`src/rtl/core/lpg_pkg.sv`:
```
`default_nettype none
// ----------------------------------------------------------------------------
// lpg_pkg
// Shared codes for the line point generator: request opcodes and axis step
// directions.
// ----------------------------------------------------------------------------
package lpg_pkg;

  typedef enum logic {
    OP_STEP  = 1'b0,
    OP_START = 1'b1
  } op_t;

  typedef logic [1:0] dir_t;

  localparam dir_t DIR_NONE = 2'b00;
  localparam dir_t DIR_UP   = 2'b01;
  localparam dir_t DIR_DOWN = 2'b11;

endpackage
`default_nettype wire

```
`src/rtl/core/lpg_fifo.sv`:
```
`default_nettype none
// ----------------------------------------------------------------------------
// lpg_fifo
// Small synchronous queue with full and empty flags decoded from a registered
// count. Used for the request queue and the point queue.
// ----------------------------------------------------------------------------
module lpg_fifo #(
  parameter int WIDTH = 8,
  parameter int DEPTH = 4
) (
  input  wire logic             clk,
  input  wire logic             rst,
  input  wire logic             push,
  input  wire logic [WIDTH-1:0] wdata,
  output logic                  full,
  input  wire logic             pop,
  output logic      [WIDTH-1:0] rdata,
  output logic                  empty
);

  localparam int AW = (DEPTH > 1) ? $clog2(DEPTH) : 1;
  localparam int CW = $clog2(DEPTH + 1);

  logic [WIDTH-1:0] store [DEPTH];
  logic [AW-1:0]    wr_ptr;
  logic [AW-1:0]    rd_ptr;
  logic [CW-1:0]    count;
  logic             do_push;
  logic             do_pop;

  assign full    = (count == CW'(DEPTH));
  assign empty   = (count == '0);
  assign do_push = push && !full;
  assign do_pop  = pop && !empty;
  assign rdata   = store[rd_ptr];

  always_ff @(posedge clk) begin
    if (do_push) begin
      store[wr_ptr] <= wdata;
    end
  end

  always_ff @(posedge clk) begin
    if (rst) begin
      wr_ptr <= '0;
      rd_ptr <= '0;
      count  <= '0;
    end else begin
      if (do_push) begin
        wr_ptr <= (wr_ptr == AW'(DEPTH - 1)) ? '0 : wr_ptr + 1'b1;
      end
      if (do_pop) begin
        rd_ptr <= (rd_ptr == AW'(DEPTH - 1)) ? '0 : rd_ptr + 1'b1;
      end
      if (do_push && !do_pop) begin
        count <= count + 1'b1;
      end else if (do_pop && !do_push) begin
        count <= count - 1'b1;
      end
    end
  end

endmodule
`default_nettype wire

```
`src/rtl/core/lpg_front.sv`:
```
`default_nettype none
// ----------------------------------------------------------------------------
// lpg_front
// Request decode: works out absolute deltas, step directions and the major
// distance of a start request and packs the request for the queue.
// ----------------------------------------------------------------------------
module lpg_front #(
  parameter int COORD_BITS = 9
) (
  input  wire logic                   op,
  input  wire logic [COORD_BITS-1:0]  start_x,
  input  wire logic [COORD_BITS-1:0]  start_y,
  input  wire logic [COORD_BITS-1:0]  end_x,
  input  wire logic [COORD_BITS-1:0]  end_y,
  input  wire logic [15:0]            line_color,
  output logic [5*COORD_BITS+20:0]    cmd_word
);
  import lpg_pkg::*;

  logic [COORD_BITS-1:0] abs_dcol;
  logic [COORD_BITS-1:0] abs_drow;
  logic [COORD_BITS-1:0] major_len;
  dir_t                  col_dir;
  dir_t                  row_dir;

  always_comb begin
    if (end_x > start_x) begin
      col_dir  = DIR_UP;
      abs_dcol = end_x - start_x;
    end else if (end_x == start_x) begin
      col_dir  = DIR_NONE;
      abs_dcol = '0;
    end else begin
      col_dir  = DIR_DOWN;
      abs_dcol = start_x - end_x;
    end
    if (end_y > start_y) begin
      row_dir  = DIR_UP;
      abs_drow = end_y - start_y;
    end else if (end_y == start_y) begin
      row_dir  = DIR_NONE;
      abs_drow = '0;
    end else begin
      row_dir  = DIR_DOWN;
      abs_drow = start_y - end_y;
    end
    major_len = (abs_dcol > abs_drow) ? abs_dcol : abs_drow;
  end

  assign cmd_word = {op, start_x, start_y, abs_dcol, abs_drow, major_len,
                     col_dir, row_dir, line_color};

endmodule
`default_nettype wire

```
`src/rtl/core/lpg_engine.sv`:
```
`default_nettype none
// ----------------------------------------------------------------------------
// lpg_engine
// Stepping engine: holds the running line, takes one request a cycle from
// the request queue when the point queue has room and pushes points into it.
// ----------------------------------------------------------------------------
module lpg_engine #(
  parameter int COORD_BITS = 9
) (
  input  wire logic                        clk,
  input  wire logic                        rst,
  input  wire logic [5*COORD_BITS+20:0]    cmd_word,
  input  wire logic                        cmd_empty,
  output logic                             cmd_pop,
  output logic      [2*COORD_BITS+16:0]    out_word,
  output logic                             out_push,
  input  wire logic                        out_full
);
  import lpg_pkg::*;

  localparam int CB = COORD_BITS;

  function automatic logic [CB-1:0] step_coord(input logic [CB-1:0] c, input dir_t d);
    logic [CB-1:0] r;
    r = c;
    if (d == DIR_UP) begin
      r = c + 1'b1;
    end else if (d == DIR_DOWN) begin
      r = c - 1'b1;
    end
    return r;
  endfunction

  logic          c_op;
  logic [CB-1:0] c_sx, c_sy, c_adc, c_adr, c_maj;
  dir_t          c_cdir, c_rdir;
  logic [15:0]   c_color;

  assign {c_op, c_sx, c_sy, c_adc, c_adr, c_maj, c_cdir, c_rdir, c_color} = cmd_word;

  logic          busy;
  logic [CB-1:0] cur_col, cur_row;
  logic [CB:0]   col_error, row_error;
  logic [CB-1:0] abs_dcol, abs_drow, major_len;
  dir_t          col_dir, row_dir;
  logic [CB:0]   points_left;
  logic [15:0]   held_color;

  logic          is_start, active, last;
  logic [CB-1:0] e_col, e_row, e_adc, e_adr, e_maj;
  dir_t          e_cdir, e_rdir;
  logic [15:0]   e_color;
  logic [CB:0]   col_sum, row_sum, col_error_next, row_error_next, points_left_next;
  logic [CB-1:0] cur_col_next, cur_row_next;

  assign cmd_pop  = !cmd_empty && !out_full;
  assign is_start = (op_t'(c_op) == OP_START);
  assign active   = is_start || busy;
  assign out_push = cmd_pop && active;

  always_comb begin
    e_col   = is_start ? c_sx    : cur_col;
    e_row   = is_start ? c_sy    : cur_row;
    e_adc   = is_start ? c_adc   : abs_dcol;
    e_adr   = is_start ? c_adr   : abs_drow;
    e_maj   = is_start ? c_maj   : major_len;
    e_cdir  = is_start ? c_cdir  : col_dir;
    e_rdir  = is_start ? c_rdir  : row_dir;
    e_color = is_start ? c_color : held_color;
    last    = is_start ? (c_maj == '0) : (points_left == (CB+1)'(1));
    points_left_next = is_start ? {1'b0, c_maj} : points_left - 1'b1;

    col_sum = (is_start ? '0 : col_error) + {1'b0, e_adc};
    row_sum = (is_start ? '0 : row_error) + {1'b0, e_adr};
    col_error_next = col_sum;
    row_error_next = row_sum;
    cur_col_next   = e_col;
    cur_row_next   = e_row;
    if (col_sum > {1'b0, e_maj}) begin
      col_error_next = col_sum - {1'b0, e_maj};
      cur_col_next   = step_coord(e_col, e_cdir);
    end
    if (row_sum > {1'b0, e_maj}) begin
      row_error_next = row_sum - {1'b0, e_maj};
      cur_row_next   = step_coord(e_row, e_rdir);
    end
  end

  assign out_word = {e_col, e_row, e_color, last};

  always_ff @(posedge clk) begin
    if (rst) begin
      busy <= 1'b0;
    end else if (cmd_pop) begin
      busy <= active && (points_left_next != '0);
    end
  end

  always_ff @(posedge clk) begin
    if (out_push) begin
      cur_col     <= cur_col_next;
      cur_row     <= cur_row_next;
      col_error   <= col_error_next;
      row_error   <= row_error_next;
      abs_dcol    <= e_adc;
      abs_drow    <= e_adr;
      major_len   <= e_maj;
      col_dir     <= e_cdir;
      row_dir     <= e_rdir;
      points_left <= points_left_next;
      held_color  <= e_color;
    end
  end

`ifndef NO_ASSERTIONS
  a_busy_has_points: assert property (@(posedge clk) disable iff (rst)
    busy |-> (points_left != '0))
    else $error("busy with no points left");

  a_last_goes_idle: assert property (@(posedge clk) disable iff (rst)
    (out_push && last) |=> !busy)
    else $error("line still running after last point");

  a_push_needs_room: assert property (@(posedge clk) disable iff (rst)
    out_push |-> (!out_full && !cmd_empty))
    else $error("point pushed without request or room");

  a_step_idle_silent: assert property (@(posedge clk) disable iff (rst)
    (cmd_pop && !is_start && !busy) |-> !out_push)
    else $error("point from step while idle");
`endif

endmodule
`default_nettype wire

```
`src/rtl/core/line_point_generator_top.sv`:
```
`default_nettype none
// ----------------------------------------------------------------------------
// line_point_generator_top
// Line rasterizer: start requests latch a line and emit its first point, step
// requests emit the next pixel point along it.
//
//   channel   ports                                          handshake
//   request   op start_x start_y end_x end_y line_color      push / full
//   point     point_x point_y point_color last_point         pop / empty
//
// The engine takes one request per cycle unless the point queue is full.
// A request's point, if any, enters the point queue in the cycle it is taken.
// Reset empties both queues and leaves no line running.
// Request queue and point queue stall each side on its own; a stalled point
// output backs up into the request queue and then raises full.
// ----------------------------------------------------------------------------
module line_point_generator_top #(
  parameter int COORD_BITS = 9
) (
  input  wire logic                  clk,
  input  wire logic                  rst,
  input  wire logic                  push,
  output logic                       full,
  input  wire logic                  op,
  input  wire logic [COORD_BITS-1:0] start_x,
  input  wire logic [COORD_BITS-1:0] start_y,
  input  wire logic [COORD_BITS-1:0] end_x,
  input  wire logic [COORD_BITS-1:0] end_y,
  input  wire logic [15:0]           line_color,
  input  wire logic                  pop,
  output logic                       empty,
  output logic [COORD_BITS-1:0]      point_x,
  output logic [COORD_BITS-1:0]      point_y,
  output logic [15:0]                point_color,
  output logic                       last_point
);
  import lpg_pkg::*;

  localparam int CMD_W = 5 * COORD_BITS + 21;
  localparam int PT_W  = 2 * COORD_BITS + 17;

  logic [CMD_W-1:0] in_word;
  logic [CMD_W-1:0] cmd_word;
  logic             cmd_empty;
  logic             cmd_pop;
  logic [PT_W-1:0]  eng_word;
  logic             eng_push;
  logic             pt_full;
  logic [PT_W-1:0]  pt_word;

  lpg_front #(.COORD_BITS(COORD_BITS)) u_front (
    .op         (op),
    .start_x    (start_x),
    .start_y    (start_y),
    .end_x      (end_x),
    .end_y      (end_y),
    .line_color (line_color),
    .cmd_word   (in_word)
  );

  lpg_fifo #(.WIDTH(CMD_W), .DEPTH(4)) u_cmd_q (
    .clk   (clk),
    .rst   (rst),
    .push  (push),
    .wdata (in_word),
    .full  (full),
    .pop   (cmd_pop),
    .rdata (cmd_word),
    .empty (cmd_empty)
  );

  lpg_engine #(.COORD_BITS(COORD_BITS)) u_engine (
    .clk       (clk),
    .rst       (rst),
    .cmd_word  (cmd_word),
    .cmd_empty (cmd_empty),
    .cmd_pop   (cmd_pop),
    .out_word  (eng_word),
    .out_push  (eng_push),
    .out_full  (pt_full)
  );

  lpg_fifo #(.WIDTH(PT_W), .DEPTH(4)) u_pt_q (
    .clk   (clk),
    .rst   (rst),
    .push  (eng_push),
    .wdata (eng_word),
    .full  (pt_full),
    .pop   (pop),
    .rdata (pt_word),
    .empty (empty)
  );

  assign {point_x, point_y, point_color, last_point} = pt_word;

endmodule
`default_nettype wire
```
`config.mk`:
```
export PLATFORM = sky130hd
export DESIGN_NAME = line_point_generator_top
export DESIGN_NICKNAME = d
export VERILOG_FILES = /design/src/rtl/core/lpg_pkg.sv /design/src/rtl/core/lpg_fifo.sv /design/src/rtl/core/lpg_front.sv /design/src/rtl/core/lpg_engine.sv /design/src/rtl/core/line_point_generator_top.sv
export SDC_FILE = /design/constraint.sdc
export NUM_CORES = 1
export LEC_CHECK = 0
export ABC_AREA = 1
export BUFFER_PORTS_ARGS = -buffer_cell sky130_fd_sc_hd__buf_2
export CAP_MARGIN = 10
export CORE_MARGIN = 2
export CORE_UTILIZATION = 35
export CTS_CLUSTER_SIZE = 24
export DETAILED_ROUTE_END_ITERATION = 6
export GPL_TIMING_DRIVEN = 0
export PLACE_DENSITY_LB_ADDON = 0.08
export SYNTH_ARGS = -nofsm -noshare
export SYNTH_HDL_FRONTEND = slang
export SYNTH_SLANG_ARGS = --single-unit
```
`constraint.sdc`:
```
create_clock -name clk -period 6.01 [get_ports clk]
set_input_delay 1.5025 -clock clk [delete_from_list [all_inputs] [get_ports clk]]
set_output_delay 1.5025 -clock clk [all_outputs]
set_load 0.01 [all_outputs]
```
* Word level (Yosys, flattened, before mapping) *
Memories as Yosys holds them, arrays and structs flattened. A register that Yosys moved wholly into a read port is not among the register bits.
Index checks and enable logic that the tools add are counted.

word-level totals
  register bits = 110
  memories kept = 2
  input bits = 57
  RAM bits = 404

memories
  memory         words  width  rd ports  clocked after memory_dff  wr ports  RTL line        source
  u_cmd_q.store  4      66     1         1                         1         lpg_fifo.sv:24  logic [WIDTH-1:0] store [DEPTH];
  u_pt_q.store   4      35     1         1                         1         lpg_fifo.sv:24

cells by class
  add/sub/neg operators = 21
  multiplexer cells = 45
  reductions and logical operators = 26
  magnitude comparators = 5
  equal/unequal tests = 13

operators with widths
  cell                                                                   number
  9-bit two-way mux                                                      16
  10-bit two-way mux                                                     5
  9-bit subtractor                                                       4
  2-bit two-way mux                                                      14
  9-bit > comparator                                                     3
  10-bit by 9-bit adder with 10-bit output                               2
  10-bit by 9-bit > comparator with 1-bit output                         2
  10-bit by 9-bit subtractor with 10-bit output                          2
  9-bit by 1-bit adder with 9-bit output (second input constant)         2
  9-bit == test                                                          2
  9-bit by 1-bit subtractor with 9-bit output (second input constant)    2
  16-bit two-way mux                                                     1
  2-bit == test (second input constant)                                  6
  3-bit two-way mux                                                      4
  1-bit logical AND                                                      11
  10-bit by 1-bit == test with 1-bit output (second input constant)      1
  10-bit nonzero test                                                    1
  10-bit by 1-bit subtractor with 10-bit output (second input constant)  1
  9-bit logical NOT                                                      1
  2-bit by 1-bit adder with 2-bit output (second input constant)         4
  1-bit logical NOT                                                      8
  3-bit by 1-bit adder with 3-bit output (second input constant)         2
  3-bit == test (second input constant)                                  2
  3-bit logical NOT                                                      2
  5 further kinds                                                        12

* Longest topological paths before layout *
  word-level depth = 9
  gate-level depth with buffers = 34
  mapped depth without buffers = 29

* Modules after synthesis *
A second synthesis with hierarchy kept.

second synthesis, totals
  cell total of the unflattened synthesis = 2537
  area, all modules = 26489.2 um^2

modules (own cells, without submodules)
  module              times used  cells an instance  area each (um^2)
  lpg_fifo (u_cmd_q)  1           709                10886.7
  lpg_engine          1           918                7100.6
  lpg_fifo (u_pt_q)   1           409                5679.2
  lpg_front           1           501                2822.7

* Worst setup path after synthesis *
OpenSTA, ideal clock, no wires.

  path type = input -> register
  start = in push
  end = mem u_cmd_q.store[0][0] (netlist name), enable pin
  data arrival time = 4543 ps
  setup time = 490 ps
  buffers on the path = 0
  stages on the path = 4
  slack = 977 ps
  cell sequence = inv_1 nor2_1 inv_1 nor2_1

between the ends
  longest elaborated chain between the ends = 3

RTL lines
  what                                     RTL line                        source
  from (decl)                              line_point_generator_top.sv:22  input wire logic push,
  1-bit logical AND                        lpg_fifo.sv:33                  assign do_push = push && !full;
  net u_cmd_q.do_push                      lpg_fifo.sv:28                  logic do_push;
  1-bit two-way mux                        lpg_fifo.sv:38                  if (do_push) begin
  1-bit two-way mux (implied by the code)  lpg_fifo.sv:39                  store[wr_ptr] <= wdata;
  to (decl)                                lpg_fifo.sv:24

The timed path passes the listed nets, and every way through them passes these cells.

==> flow_metrics.tcl <==
set metrics [dict create \
    grt_pass1_wl_mm 107 \
    dp_worst_setup_slack_ns -0.523 \
    arrival_ns 5.85 \
    syn_to_final_growth_pct 15.6 \
    reg2reg_depth 31 \
    drcViolationCount 0 \
    synthMostInstantiatedCell "edfxtp_1" \
    r2r_slack_ns 0.47 \
    first_iter_violations 1341 \
    synth_xor_area_frac 0.0211 \
    antenna_found_initial 0 \
    drv_slew 0 \
    synth_compound_area_frac 0.0906 \
    start_util 0.353 \
    worst-path-stages 31 \
    portBuffers 93 \
    drive_gt1_frac 0.114 \
    grt_use_total 0.190 \
    synth.distinct_cells 46 \
    dpl.cell_count 3534 \
    synth.yosys.warnings 0 \
    cts_tree "done" \
    fin_crit_ns 5.54 \
    vias 17700 \
    max_freq_mhz 180 \
    crit_required_ns 6.32 \
    stdcell_count 3640 \
    cp-end-kind "flop" \
    yosysTopAreaCell "edfxtp_1" \
    grt_busiest_layer "met2" \
    synth_area_mm2 0.0253 \
    worstMarginPinSlew_ns 1.06 \
    synth_top_family_by_area "simple AND/OR/NAND/NOR gates" \
    clk_latency_ns 0.64 \
    yosys.area_share.simple 0.162 \
    synthArstFlopShare 0 \
    cts_max_path_buffers 3 \
    worstHoldPathCells 2 \
    grt_pass1_vias 17500 \
    path_clk_slew_ns 0.06 \
    critPathMostFrequentCell "nand2_1" \
    path_class "flop to flop" \
    routed_wl_mm 70.1 \
    hpwl_mm 49.9 \
    cp_max_fo 10 \
    drv_cap 0 \
    ys.flop_type "edfxtp_1" \
    place.gp.congestion 0.857 \
    drt_first_pass_iters 6 \
    synthTopCellsByArea "edfxtp_1 59%, nand2_1 7.2%, nor2_1 5.4%" \
    ys_seq_area_frac 0.608 \
    use_met1 0.268 \
    finClkSkew_ns 0.0604 \
    pin_count 94 \
    rsz0062_at_grt "false" \
    cp_top_family "buffers and inverters" \
    postLayoutCoreUtil 0.408 \
    setup_viol 0 \
    ant_nets 0 \
    hold_class "flop to flop" \
    overflow 0 \
    synth_nets 2638 \
    slew-limit-headroom 0.283 \
    core_mm2 0.0715 \
    stdcell_area_mm2 0.0292 \
    fp.dieH_um 273 \
    synth_edf_count 499 \
    crit_buf_inv 10 \
    cp-start-kind "flop" \
    cp_slowest_stage_delay_ns 0.42 \
    routed_via_density 4.87 \
    post_dp_cell_area_mm2 0.0273 \
    core.rowCount 98 \
    dieArea_mm2 0.0743 \
    numCtsBuffers 57 \
    cts_setup_buffers 0 \
    hold_viol_final 0 \
    cts_hold_buf 0 \
    outcome "completed" \
    synth_seq_cells 518 \
    fin_nets 2806 \
    postSynthCellCount 2474 \
    wire_per_inst_um 19.3 \
    synthTopCellsByCount "499 x edfxtp_1, 485 x nand2_1, 362 x nor2_1, 262 x inv_1, 200 x o21ai_0" \
    synth_top_area_frac 0.593 \
    grt_max_degree 55 \
    synth_fa_ha_area_frac 0.0560 \
    worst_slack_ns 0.468 \
    use_met2 0.308 \
    die_width_um 273 \
    cpMaxStageDelayCell "fa_1" \
    min-delay-start "u_cmd_q.rd_ptr[1]$_SDFFE_PP0P_" \
    root_buffer "clkbuf_16" \
    finalCritPeriodShare 0.922 \
    synth_mux_area_frac 0 \
    grtUsageMet3 0.0279 \
    cts_sinks 518 \
    synth_area_per_cell_um2 10.2 \
    cts_max_level 2 \
]
[through the flow]
stage | hold slack (ns) | setup TNS, ns
final | 0.502 | 0
after CTS | 0.504 | 0
after detailed placement | 0.493 | -12.69
after global placement | 0.480 | -546.03
after global routing | 0.524 | 0
after floorplan | 0.457 | 0
[cell type report]
type | count | area (um2)
antenna | 1 | 2.50
buffer | 97 | 554
clock buffer | 68 | 1500
clock inverter | 38 | 315
fill | 6935 | 42300
inverter | 268 | 1010
multi-input combinational | 1590 | 8410
sequential | 518 | 15400
tap | 950 | 1190
timing repair buffer | 110 | 838
[timing repair]
action / in CTS / in global routing
endpoints found under the setup margin: 14 / 41
pin swaps: 0 / 1
resized for setup: 2 / 12
[cells in the final DEF, fill, tap and decap left out, types with 4 or more instances in the layout]
cell type / instances
nand3_1: 105
inv_1: 261
bufinv_16: 4
buf_12: 10
xnor2_1: 18
buf_6: 13
o21ai_2: 7
clkbuf_4: 5
xor2_1: 41
edfxtp_1: 499
clkinv_2: 14
clkbuf_1: 42
ha_1: 97
o21ai_1: 22
nor2_4: 9
nor3_1: 12
nand4_1: 16
a31oi_1: 40
buf_16: 6
a211oi_1: 5
buf_2: 127
clkinv_1: 16
nor2_1: 354
inv_2: 4
clkbuf_16: 58
nand2_2: 16
nand2_1: 485
a21oi_1: 70
o22ai_1: 44
buf_4: 9
o21ai_0: 196
dfxtp_1: 19
fa_1: 10
nand3b_1: 5
a21o_1: 8
[final timing paths]
check | to
hold / removal | u_cmd_q.rd_ptr[1]$_SDFFE_PP0P_
hold reg to reg | u_cmd_q.rd_ptr[1]$_SDFFE_PP0P_
setup / recovery | u_engine.row_error[5]$_DFFE_PP_
setup reg to reg | u_engine.row_error[5]$_DFFE_PP_
[state kept, by name (all words and copies together) (netlist names), 3 cells and up, named ones only]
signal                flops
u_engine.points_left     10
u_engine.major_len        9
u_engine.cur_row          9
u_engine.abs_drow         9
u_engine.cur_col          9
u_cmd_q.store           264
u_engine.col_error       10
u_engine.abs_dcol         9
u_pt_q.store            140
u_cmd_q.count             3
u_pt_q.count              3
u_engine.held_color      16
u_engine.row_error       10
[layer usage]
layer  routed length (um)  share of wire  vias to the layer above
li1                     -              -                     8749
met1                33200           0.47                     8480
met2                32100           0.46                      402
met3                 3450          0.049                       91
met4                 1430          0.020                        0
met5                    0              0                        -
[cell families (layout without fill, tap and decap cells)]
family | count (synthesis) | in the layout
buffers and inverters | 366 | 581
other | 0 | 1
AND/OR/NAND/NOR | 1014 | 1014
XOR/XNOR | 60 | 60
adder cells (fa/ha/maj) | 107 | 107
AO/OA/AOI/OAI | 409 | 409
flip-flops | 518 | 518
[worst reg2reg max path: cells and delay by family, from the launching register on]
| family | cells | cell delay (ns) |
|---|---|---|
| xor gates and xnor gates | 1 | 0.25 |
| and+or+nand+nor | 12 | 1.11 |
| DFF | 1 | 0.32 |
| buffers and inverters | 10 | 1.61 |
| adders and majority gates | 3 | 1.01 |
| AOI/OAI and AO/OA | 5 | 0.95 |
Power is left out: the tool's default activity adds up to more than one toggle a clock period on the data nets, which glitch-free logic cannot reach.
